==> config.mk <==
export PLATFORM = sky130hd
export DESIGN_NAME = overpower_protection_trip_top
export DESIGN_NICKNAME = d
export VERILOG_FILES = /design/src/rtl/ovp_pkg.sv /design/src/rtl/ovp_csr.sv /design/src/rtl/ovp_core.sv /design/src/rtl/overpower_protection_trip_top.sv
export SDC_FILE = /design/constraint.sdc
export NUM_CORES = 1
export LEC_CHECK = 0
export BUFFER_PORTS_ARGS = -buffer_cell sky130_fd_sc_hd__buf_2
export CORE_UTILIZATION = 50
export DETAILED_ROUTE_END_ITERATION = 10
export MAX_ROUTING_LAYER = met4
export PLACE_DENSITY = 0.7
export SLEW_MARGIN = 20
export SYNTH_ARGS = -nofsm -noshare
export SYNTH_HDL_FRONTEND = slang
export SYNTH_SLANG_ARGS = --single-unit
export TNS_END_PERCENT = 100
==> constraint.sdc <==
create_clock -name clock -period 8.2 [get_ports clock]
set_input_delay 1.64 -clock clock [delete_from_list [all_inputs] [get_ports clock]]
set_output_delay 1.64 -clock clock [all_outputs]
set_load 0.05 [all_outputs]
==> src/rtl/ovp_pkg.sv <==
package ovp_pkg;

   localparam int TIME_BITS_DEFAULT = 32;
   localparam int CSR_INDEX_BITS = 8;

   typedef enum logic [1:0] {
      ST_INIT    = 2'd0,
      ST_NORMAL  = 2'd1,
      ST_WARNING = 2'd2,
      ST_FAULT   = 2'd3
   } state_type;

   typedef enum logic [1:0] {
      FLT_NONE      = 2'd0,
      FLT_SENSOR    = 2'd1,
      FLT_OVERPOWER = 2'd2,
      FLT_UNUSED    = 2'd3
   } fault_type;

   localparam logic [1:0] KIND_MEAS  = 2'd0;
   localparam logic [1:0] KIND_RESET = 2'd1;
   localparam logic [1:0] KIND_ACK   = 2'd2;

   localparam logic [CSR_INDEX_BITS-1:0] REG_WARN_THR  = 8'd0;
   localparam logic [CSR_INDEX_BITS-1:0] REG_FAULT_THR = 8'd1;
   localparam logic [CSR_INDEX_BITS-1:0] REG_CONFIRM   = 8'd2;
   localparam logic [CSR_INDEX_BITS-1:0] REG_MIN_VOLT  = 8'd3;

   localparam logic signed [31:0] WARN_THR_RESET  = 32'sd1800000;
   localparam logic signed [31:0] FAULT_THR_RESET = 32'sd2200000;
   localparam logic [31:0]        CONFIRM_RESET   = 32'd2000;
   localparam logic [19:0]        MIN_VOLT_RESET  = 20'd10000;

   typedef struct packed {
      logic signed [31:0] warning_threshold_mw;
      logic signed [31:0] fault_threshold_mw;
      logic [31:0]        confirm_time_ms;
      logic [19:0]        min_voltage_mv;
   } cfg_type;

   typedef struct packed {
      logic [1:0]         kind;
      logic               sample_valid;
      logic [19:0]        voltage_mv;
      logic signed [31:0] power_mw;
      logic [31:0]        time_ms;
   } req_payload_type;

   typedef struct packed {
      logic [1:0]  machine_state;
      logic [1:0]  fault_code;
      logic [1:0]  last_fault_code;
      logic        state_changed;
      logic        fault_changed;
      logic        command_ok;
      logic        acknowledged;
      logic [31:0] fault_count;
      logic        timer_running;
      logic [31:0] timer_age_ms;
      logic [31:0] fault_since_ms;
      logic [31:0] last_fault_time_ms;
   } rsp_payload_type;

endpackage

==> src/rtl/ovp_csr.sv <==
module ovp_csr (
   input  logic                                clock,
   input  logic                                reset,
   input  logic                                csr_valid,
   output logic                                csr_ready,
   input  logic [ovp_pkg::CSR_INDEX_BITS-1:0]  csr_index,
   input  logic [31:0]                         csr_wdata,
   output ovp_pkg::cfg_type                    cfg
);
   import ovp_pkg::*;

   cfg_type cfg_ff;
   cfg_type cfg_in;

   assign csr_ready = 1'b1;
   assign cfg = cfg_ff;

   always_comb begin
      cfg_in = cfg_ff;
      if (csr_valid) begin
         unique case (csr_index)
            REG_WARN_THR:  cfg_in.warning_threshold_mw = csr_wdata;
            REG_FAULT_THR: cfg_in.fault_threshold_mw = csr_wdata;
            REG_CONFIRM:   cfg_in.confirm_time_ms = csr_wdata;
            REG_MIN_VOLT:  cfg_in.min_voltage_mv = csr_wdata[19:0];
            default:       cfg_in = cfg_ff;
         endcase
      end
   end

   always_ff @(posedge clock) begin
      if (reset) begin
         cfg_ff.warning_threshold_mw <= WARN_THR_RESET;
         cfg_ff.fault_threshold_mw <= FAULT_THR_RESET;
         cfg_ff.confirm_time_ms <= CONFIRM_RESET;
         cfg_ff.min_voltage_mv <= MIN_VOLT_RESET;
      end else begin
         cfg_ff <= cfg_in;
      end
   end

endmodule

==> src/rtl/ovp_core.sv <==
module ovp_core #(
   parameter int TIME_BITS = ovp_pkg::TIME_BITS_DEFAULT
) (
   input  logic                     clock,
   input  logic                     reset,
   input  logic                     advance,
   input  ovp_pkg::req_payload_type item,
   input  ovp_pkg::cfg_type         cfg,
   output ovp_pkg::rsp_payload_type result
);
   import ovp_pkg::*;

   state_type            state_ff, state_in;
   fault_type            fault_ff, fault_in;
   fault_type            recent_ff, recent_in;
   logic [TIME_BITS-1:0] since_ff, since_in;
   logic [TIME_BITS-1:0] recent_stamp_ff, recent_stamp_in;
   logic [31:0]          total_ff, total_in;
   logic                 ack_ff, ack_in;
   logic                 run_ff, run_in;
   logic [TIME_BITS-1:0] start_ff, start_in;

   logic [63:0]          time_wide;
   logic [TIME_BITS-1:0] now;
   logic [TIME_BITS-1:0] age;
   logic [TIME_BITS-1:0] out_age;
   logic [63:0]          age_wide;
   logic [63:0]          since_wide;
   logic [63:0]          recent_stamp_wide;
   logic                 ok, sc, fc;
   logic                 raise;
   fault_type            raise_code;

   assign time_wide = 64'(item.time_ms);
   assign now = time_wide[TIME_BITS-1:0];

   always_comb begin
      state_in = state_ff;
      fault_in = fault_ff;
      recent_in = recent_ff;
      since_in = since_ff;
      recent_stamp_in = recent_stamp_ff;
      total_in = total_ff;
      ack_in = ack_ff;
      run_in = run_ff;
      start_in = start_ff;
      ok = 1'b0;
      sc = 1'b0;
      fc = 1'b0;
      raise = 1'b0;
      raise_code = FLT_NONE;
      age = '0;
      case (item.kind)
         KIND_MEAS: begin
            ok = 1'b1;
            if (state_ff != ST_FAULT) begin
               if (!item.sample_valid) begin
                  run_in = 1'b0;
                  raise = 1'b1;
                  raise_code = FLT_SENSOR;
               end else if (item.voltage_mv <= cfg.min_voltage_mv) begin
                  run_in = 1'b0;
                  state_in = ST_INIT;
               end else if (item.power_mw > cfg.fault_threshold_mw) begin
                  if (!run_ff) begin
                     start_in = now;
                  end
                  age = now - start_in;
                  if (64'(age) >= 64'(cfg.confirm_time_ms)) begin
                     run_in = 1'b0;
                     raise = 1'b1;
                     raise_code = FLT_OVERPOWER;
                  end else begin
                     run_in = 1'b1;
                     state_in = ST_WARNING;
                  end
               end else if (item.power_mw > cfg.warning_threshold_mw) begin
                  run_in = 1'b0;
                  state_in = ST_WARNING;
               end else begin
                  run_in = 1'b0;
                  state_in = ST_NORMAL;
               end
               if (raise && !(fault_ff != FLT_NONE && fault_ff == raise_code)) begin
                  fault_in = raise_code;
                  recent_in = raise_code;
                  since_in = now;
                  recent_stamp_in = now;
                  total_in = total_ff + 32'd1;
                  ack_in = 1'b0;
                  state_in = ST_FAULT;
               end
               sc = state_in != state_ff;
               fc = fault_in != fault_ff;
            end
         end
         KIND_RESET: begin
            if (fault_ff != FLT_NONE) begin
               ok = 1'b1;
               fault_in = FLT_NONE;
               ack_in = 1'b0;
               since_in = '0;
               run_in = 1'b0;
               start_in = '0;
               state_in = ST_INIT;
            end
         end
         KIND_ACK: begin
            if (fault_ff != FLT_NONE) begin
               ok = 1'b1;
               ack_in = 1'b1;
            end
         end
         default: ok = 1'b0;
      endcase
   end

   assign out_age = run_in ? (now - start_in) : '0;
   assign age_wide = 64'(out_age);
   assign since_wide = 64'(since_in);
   assign recent_stamp_wide = 64'(recent_stamp_in);

   always_comb begin
      result.machine_state = state_in;
      result.fault_code = fault_in;
      result.last_fault_code = recent_in;
      result.state_changed = sc;
      result.fault_changed = fc;
      result.command_ok = ok;
      result.acknowledged = ack_in;
      result.fault_count = total_in;
      result.timer_running = run_in;
      result.timer_age_ms = age_wide[31:0];
      result.fault_since_ms = since_wide[31:0];
      result.last_fault_time_ms = recent_stamp_wide[31:0];
   end

   always_ff @(posedge clock) begin
      if (reset) begin
         state_ff <= ST_INIT;
         fault_ff <= FLT_NONE;
         recent_ff <= FLT_NONE;
         since_ff <= '0;
         recent_stamp_ff <= '0;
         total_ff <= '0;
         ack_ff <= 1'b0;
         run_ff <= 1'b0;
         start_ff <= '0;
      end else if (advance) begin
         state_ff <= state_in;
         fault_ff <= fault_in;
         recent_ff <= recent_in;
         since_ff <= since_in;
         recent_stamp_ff <= recent_stamp_in;
         total_ff <= total_in;
         ack_ff <= ack_in;
         run_ff <= run_in;
         start_ff <= start_in;
      end
   end

`ifndef NO_ASSERTIONS
   a_fault_matches_state: assert property (@(posedge clock) disable iff (reset)
      (fault_ff != FLT_NONE) == (state_ff == ST_FAULT))
      else $error("active fault and fault state disagree");

   a_no_timer_in_fault: assert property (@(posedge clock) disable iff (reset)
      state_ff == ST_FAULT |-> !run_ff)
      else $error("confirmation timer running while latched");

   a_count_step: assert property (@(posedge clock) disable iff (reset)
      advance && (fault_in != fault_ff) && (fault_in != FLT_NONE)
      |=> total_ff == $past(total_ff) + 32'd1)
      else $error("fault count did not advance on a new fault");
`endif

endmodule

==> src/rtl/overpower_protection_trip_top.sv <==
// Overpower protection trip relay.
// req_ channel: one item per handshake, either a timestamped measurement
// (kind 0) or a fault reset (kind 1) / acknowledge (kind 2) command.
// rsp_ channel: exactly one result item per request item, in order, giving
// the machine state, fault codes, counters, timer and stamps after it.
// csr_ channel: writes thresholds, confirm time and minimum voltage by index;
// it is always ready; the user must write it only while no item is in flight,
// which the block itself does not enforce. A result passes from the input
// register through the decision logic into the result register.
// Throughput: one item per cycle unless rsp_ready stalls; the state update is
// a single compare and subtract pass between the input and result registers.
// When rsp_ready is low the result register holds, the input register keeps
// one more item, and req_ready drops only when both are full.
// Reset (synchronous, active high) empties both registers, restores the
// register defaults and returns the machine to init with all counters and
// stamps at zero.
module overpower_protection_trip_top #(
   parameter int TIME_BITS = ovp_pkg::TIME_BITS_DEFAULT
) (
   input  logic                                clock,
   input  logic                                reset,
   input  logic                                req_valid,
   output logic                                req_ready,
   input  ovp_pkg::req_payload_type            req_payload,
   output logic                                rsp_valid,
   input  logic                                rsp_ready,
   output ovp_pkg::rsp_payload_type            rsp_payload,
   input  logic                                csr_valid,
   output logic                                csr_ready,
   input  logic [ovp_pkg::CSR_INDEX_BITS-1:0]  csr_index,
   input  logic [31:0]                         csr_wdata
);
   import ovp_pkg::*;

   cfg_type         cfg;
   logic            in_valid_ff, in_valid_in;
   req_payload_type in_data_ff;
   logic            out_valid_ff, out_valid_in;
   rsp_payload_type out_data_ff;
   rsp_payload_type result;
   logic            advance;

   ovp_csr u_csr (
      .clock     (clock),
      .reset     (reset),
      .csr_valid (csr_valid),
      .csr_ready (csr_ready),
      .csr_index (csr_index),
      .csr_wdata (csr_wdata),
      .cfg       (cfg)
   );

   ovp_core #(
      .TIME_BITS (TIME_BITS)
   ) u_core (
      .clock   (clock),
      .reset   (reset),
      .advance (advance),
      .item    (in_data_ff),
      .cfg     (cfg),
      .result  (result)
   );

   assign advance = in_valid_ff && (!out_valid_ff || rsp_ready);
   assign req_ready = !in_valid_ff || advance;
   assign rsp_valid = out_valid_ff;
   assign rsp_payload = out_data_ff;

   always_comb begin
      in_valid_in = in_valid_ff;
      if (req_valid && req_ready) begin
         in_valid_in = 1'b1;
      end else if (advance) begin
         in_valid_in = 1'b0;
      end
      out_valid_in = out_valid_ff;
      if (advance) begin
         out_valid_in = 1'b1;
      end else if (rsp_ready) begin
         out_valid_in = 1'b0;
      end
   end

   always_ff @(posedge clock) begin
      if (reset) begin
         in_valid_ff <= 1'b0;
         out_valid_ff <= 1'b0;
      end else begin
         in_valid_ff <= in_valid_in;
         out_valid_ff <= out_valid_in;
      end
   end

   always_ff @(posedge clock) begin
      if (req_valid && req_ready) begin
         in_data_ff <= req_payload;
      end
      if (advance) begin
         out_data_ff <= result;
      end
   end

`ifndef NO_ASSERTIONS
   a_advance_fills_out: assert property (@(posedge clock) disable iff (reset)
      advance |=> out_valid_ff)
      else $error("result register not loaded after an item moved");

   a_idle_timer_age: assert property (@(posedge clock) disable iff (reset)
      rsp_valid && !rsp_payload.timer_running |-> rsp_payload.timer_age_ms == 32'd0)
      else $error("timer age nonzero while timer stopped");

   a_change_only_meas: assert property (@(posedge clock) disable iff (reset)
      rsp_valid && (rsp_payload.state_changed || rsp_payload.fault_changed)
      |-> rsp_payload.command_ok)
      else $error("change flags set on an ineffective item");
`endif

endmodule
==> reports/qor.tcl <==
set qor(synth.mux.area_fraction_pct) 1.34
set qor(critical_path.cell_chain) {buf_4 > mux2i_1 > ha_1 > a21o_1 > a21o_1 > a2111oi_1 > nor4_1 > nor2_1 > a21oi_1 > a2111oi_0 > o31ai_1 > a21oi_1 > xnor2_1 > ha_1 > nand4_1 > nor4_1 > a211o_1 > a41o_1 > buf_4 > nand2_4 > inv_2 > buf_12 > a22o_1}
set qor(total_of_flip_flops_plus_latches_after_synthesis) 480
set qor(gr-max-usage-layer) {met2}
set qor(arrival_ps) 7480
set qor(hpwl_um) 44500
set qor(portBuffers) 272
set qor(tns_ps) 0
set qor(syn_avg_cell_area_um2) 9.74
set qor(totalWireLength_um) 62100
set qor(cp-start-kind) {register}
set qor(floorplan.rows) 79
set qor(antenna_violations_before_repair) 0
set qor(post_drt_via_cell_ratio) 5.68
set qor(drtAntennaViolNets) 0
set qor(outcome) {finished, final reports clean}
set qor(critPathMaxFanout) 57
set qor(place.detailed.instances) 3251
set qor(period_minus_slack_ps) 7020
set qor(crit_required_ps) 8660
set qor(multi_input_comb_area_um2) 11100
set qor(cp-startpoint) {u_core.run_ff}
set qor(clock-root-buffer) {sky130_fd_sc_hd__clkbuf_16}
set qor(numClockSinks) 480
set qor(total_global_routing_overflow) 0
set qor(synthXorXnorAreaFrac_pct) 3.54
set qor(start_point_of_the_worst_hold_path) {u_csr.cfg[47]}
set qor(post-cts-setup-buffer-count) 0
set qor(drv_cap) 0
set qor(synth_async_sr_flop_share_pct) 0
set qor(setup_viol) 0
set qor(synthToLayoutAreaGrowth_pct) 15.0
set qor(dr_total_vias) 19000
set qor(layout.cells.non_filler) 3347
set qor(logic_depth_of_the_worst_path_buffers_included) 23
set qor(met2_usage_pct) 39.2
set qor(design.portCount) 274
set qor(grtUsageTotal_pct) 25.7
set qor(drive_above_1_share_pct) 14.5
set qor(holdPathStages) 2
set qor(achievable-frequency_mhz) 142
set qor(power_density_nw_per_um2) 214
set qor(hold_path.class) {register to register}
set qor(firstDrtPassIters) 5
set qor(fill_cells) 3938
set qor(remaining_drc_errors) 0
set qor(synth_cell_types) 76
set qor(seqPwrFrac_pct) 44.8
set qor(cts-resized-gates) 0
set qor(grt_use_met1_pct) 35.5
set qor(ctsHtreeMaxLevel) 2
set qor(clock_power_share_pct) 41.4
set qor(cts_made_buffers) 51
set qor(yosys.area_share.simple_pct) 14.9
set qor(cp-end-kind) {register}
set qor(drt_first_iter_violations) 1388
set qor(clock_input_transition_at_the_sequential_cells_of_the_worst_setup_and_hold_paths_ps) 60
set qor(global_route.usage.met3_pct) 3.41
set qor(timing.reg2reg.worst_path_depth) 23
set qor(critical_path_buf_inv_count) 4
set qor(floorplan.die_area_um2) 48900
set qor(cts_tree) {yes}
set qor(finalNetCount) 3015
set qor(rsz0062_at_grt) {no}
set qor(p_int_mw) 4.34
set qor(edff_count_synth) 226
set qor(chipWidth_um) 221
set qor(vdd_drop_max_uv) 171
set qor(reg2reg_setup_slack_ps) 1180
set qor(timing.critical_path.max_delay_family) {compound AO/OA/AOI/OAI gates}
set qor(beginning_of_the_worst_register_to_register_path) {u_core.run_ff}
set qor(syn_area_um2) 24000
set qor(post_synth_fa_ha_maj_area_fraction_pct) 9.76
set qor(synth-warning-count) 0
set qor(fraction_of_the_cycle_the_final_worst_path_needs_pct) 85.7
set qor(cts.hold.buffers_added) 0
set qor(synthCells) 2465
set qor(core_um2) 47000
set qor(max_slew.worst_pin.slew_ps) 1110
set qor(syn_nets) 2783
set qor(clock_latency_ps) 610
set qor(seqCellArea_um2) 11900
set qor(timing.clock.skew_ps) 26.9
set qor(p_sw_mw) 1.57
set qor(routabilityCongestion) 0.897
set qor(grt_pass1_wl_um) 97700
set qor(combinational_group_share_of_total_power_pct) 13.9
set qor(synth_compound_gate_area_share_pct) 16.4
set qor(synth-seq-area-share_pct) 49.5
set qor(cellLeakagePower_nw) 10.8
set qor(critical-path-max-stage-delay_ps) 550
set qor(clockBufferDepth) 3
set qor(report.final.hold_viol_count) 0
set qor(max_transition_margin_pct) 25.7
set qor(insertedDiodeCount) 0
set qor(start_util_pct) 51.1
set qor(timing.critical_path.slowest_stage_cell) {sky130_fd_sc_hd__a2111oi_0}
set qor(grt_start_max_net_pins) 94
set qor(power_switching_share_pct) 26.6
set qor(avgRoutedWirePerCell_um) 18.6
set qor(dominantRegCellSynth) {sky130_fd_sc_hd__dfxtp_1}
set qor(worstSetupPathType) {register to register}
set qor(main_combinational_cell_family_by_area_after_synthesis) {compound AO/OA/AOI/OAI gates}
set qor(dieHeight_um) 221
set qor(final-max-slew-violation-count) 0
set qor(via_count_of_the_first_global_routing_pass) 18100
==> worst reg2reg max path: cells and delay by family, from the launching register on <==
kind	cells	cell delay (ps)
compound gates	10	3100
flops	1	410
simple gates	5	870
xor+xnor	1	110
fa+ha+maj	2	600
mux	1	370
buf+inv	4	1410
==> power by group through the flow <==
stage               registers, mW  logic (mW)  clock network, mW
global placement             2.70       0.791                  0
detailed placement           2.70       0.811                  0
global route                 2.65       0.896               2.58
floorplan                    2.81       0.465                  0
CTS                          2.65       0.815               2.49
finish                       2.65       0.819               2.44
==> synthesized netlist by cell type, types with 4 or more instances <==
| cell | number | area, um^2 |
|---|---|---|
| sky130_fd_sc_hd__nand2_1 | 456 | 1710 |
| sky130_fd_sc_hd__a21oi_1 | 257 | 1290 |
| sky130_fd_sc_hd__dfxtp_1 | 254 | 5080 |
| sky130_fd_sc_hd__edfxtp_1 | 226 | 6790 |
| sky130_fd_sc_hd__ha_1 | 184 | 2300 |
| sky130_fd_sc_hd__inv_1 | 148 | 556 |
| sky130_fd_sc_hd__nor2_1 | 135 | 507 |
| sky130_fd_sc_hd__clkbuf_1 | 73 | 274 |
| sky130_fd_sc_hd__a22o_1 | 67 | 587 |
| sky130_fd_sc_hd__o21ai_0 | 52 | 260 |
| sky130_fd_sc_hd__xnor2_1 | 52 | 455 |
| sky130_fd_sc_hd__a21o_1 | 50 | 375 |
| sky130_fd_sc_hd__xor2_1 | 45 | 394 |
| sky130_fd_sc_hd__nand4_1 | 43 | 269 |
| sky130_fd_sc_hd__o211ai_1 | 42 | 315 |
| sky130_fd_sc_hd__o2bb2ai_1 | 32 | 280 |
| sky130_fd_sc_hd__mux2i_1 | 31 | 310 |
| sky130_fd_sc_hd__nor3_1 | 26 | 130 |
| sky130_fd_sc_hd__nand3_1 | 23 | 115 |
| sky130_fd_sc_hd__and3_1 | 22 | 138 |
| sky130_fd_sc_hd__nand2b_1 | 20 | 125 |
| sky130_fd_sc_hd__nor2b_1 | 19 | 119 |
| sky130_fd_sc_hd__buf_2 | 17 | 85.1 |
| sky130_fd_sc_hd__o31ai_1 | 16 | 120 |
| sky130_fd_sc_hd__or4_1 | 16 | 120 |
| sky130_fd_sc_hd__o21a_1 | 14 | 105 |
| sky130_fd_sc_hd__a211oi_1 | 13 | 97.6 |
| sky130_fd_sc_hd__nor4_1 | 11 | 68.8 |
| sky130_fd_sc_hd__and4_1 | 9 | 78.8 |
| sky130_fd_sc_hd__buf_6 | 9 | 101 |
| sky130_fd_sc_hd__a31oi_1 | 7 | 43.8 |
| sky130_fd_sc_hd__o21bai_1 | 7 | 52.6 |
| sky130_fd_sc_hd__a2111oi_0 | 6 | 52.6 |
| sky130_fd_sc_hd__buf_1 | 6 | 22.5 |
| sky130_fd_sc_hd__buf_4 | 6 | 45.0 |
| sky130_fd_sc_hd__nand3b_1 | 4 | 30.0 |
| sky130_fd_sc_hd__nor3b_1 | 4 | 30.0 |
| sky130_fd_sc_hd__o211a_1 | 4 | 40.0 |
| sky130_fd_sc_hd__or3_1 | 4 | 25.0 |
==> path summary, 6_finish.rpt <==
path	end
hold reg to reg	u_csr.cfg[47]
hold / removal	u_csr.cfg[47]
setup reg to reg	rsp_payload[45]
setup / recovery	rsp_payload[45]
==> cells in the final DEF, fill, tap and decap left out, types with 7 or more instances in the layout <==
| cell | n |
|---|---|
| sky130_fd_sc_hd__xnor2_1 | 52 |
| sky130_fd_sc_hd__nand4_1 | 43 |
| sky130_fd_sc_hd__nor3_1 | 26 |
| sky130_fd_sc_hd__a211oi_1 | 13 |
| sky130_fd_sc_hd__o21bai_1 | 7 |
| sky130_fd_sc_hd__or4_1 | 16 |
| sky130_fd_sc_hd__and4_1 | 9 |
| sky130_fd_sc_hd__o31ai_1 | 16 |
| sky130_fd_sc_hd__mux2i_1 | 31 |
| sky130_fd_sc_hd__nor2b_1 | 18 |
| sky130_fd_sc_hd__buf_4 | 18 |
| sky130_fd_sc_hd__inv_1 | 147 |
| sky130_fd_sc_hd__clkbuf_16 | 57 |
| sky130_fd_sc_hd__o21a_1 | 13 |
| sky130_fd_sc_hd__o211ai_1 | 42 |
| sky130_fd_sc_hd__nor4_1 | 11 |
| sky130_fd_sc_hd__and3_1 | 22 |
| sky130_fd_sc_hd__xor2_1 | 45 |
| sky130_fd_sc_hd__nand2b_1 | 20 |
| sky130_fd_sc_hd__a21o_1 | 50 |
| sky130_fd_sc_hd__edfxtp_1 | 226 |
| sky130_fd_sc_hd__a22o_1 | 67 |
| sky130_fd_sc_hd__buf_2 | 271 |
| sky130_fd_sc_hd__clkbuf_1 | 10 |
| sky130_fd_sc_hd__nor2_1 | 133 |
| sky130_fd_sc_hd__nand2_1 | 456 |
| sky130_fd_sc_hd__nand3_1 | 23 |
| sky130_fd_sc_hd__ha_1 | 184 |
| sky130_fd_sc_hd__a31oi_1 | 7 |
| sky130_fd_sc_hd__o21ai_0 | 52 |
| sky130_fd_sc_hd__dfxtp_1 | 253 |
| sky130_fd_sc_hd__a21oi_1 | 257 |
| sky130_fd_sc_hd__o2bb2ai_1 | 32 |
==> routing by layer <==
layer	vias to the layer above	wire length (um)
li1	9274	-
met1	9005	28800
met2	641	27900
met3	89	3810
met4	0	1590
met5	-	0
==> final cells by class <==
cell class,count,share of cell area [%]
inverters,151,2.07
well taps,607,2.75
repair buffers,290,5.48
multi-input cells,1723,40.1
flip-flops and latches,480,43.0
clock buffers,73,5.61
clock inverters,23,0.971
==> flip-flops by register name, indices dropped and copies added (netlist names) <==
| register | flops |
|---|---|
| in_data_ff | 87 |
| in_valid_ff | 1 |
| rsp_payload | 139 |
| rsp_valid | 1 |
| u_core.ack_ff | 1 |
| u_core.fault_ff | 2 |
| u_core.recent_ff | 2 |
| u_core.recent_stamp_ff | 32 |
| u_core.run_ff | 1 |
| u_core.since_ff | 32 |
| u_core.start_ff | 32 |
| u_core.state_ff | 2 |
| u_core.total_ff | 32 |
| u_csr.cfg | 116 |
==> stage by stage <==
step / setup WS (ps) / total power [mW] / util, % / instance area, um^2 / hold WS (ps)
after CTS: 1240 / 5.95 / 58.8 / 27600 / 455
after floorplan: 1210 / 3.27 / - / 24000 / 436
final: 1180 / 5.91 / 58.8 / 27600 / 453
after global routing: 694 / 6.13 / 58.8 / 27600 / 472
after detailed placement: 1300 / 3.51 / 54.9 / 25800 / 447
after global placement: 1550 / 3.49 / 54.9 / 25800 / 442
==> logic make-up (layout without fill, tap and decap cells) <==
| group | count (synthesis) | after routing |
|---|---|---|
| AND/OR/NAND/NOR | 805 | 805 |
| AO/OA/AOI/OAI | 602 | 602 |
| flip-flops | 480 | 480 |
| buffers and inverters | 262 | 537 |
| adder cells (fa/ha/maj) | 186 | 186 |
| XOR/XNOR | 97 | 97 |
| multiplexers | 32 | 32 |
| other | 1 | 1 |
Note: power is estimated with default switching activity, not from simulation.
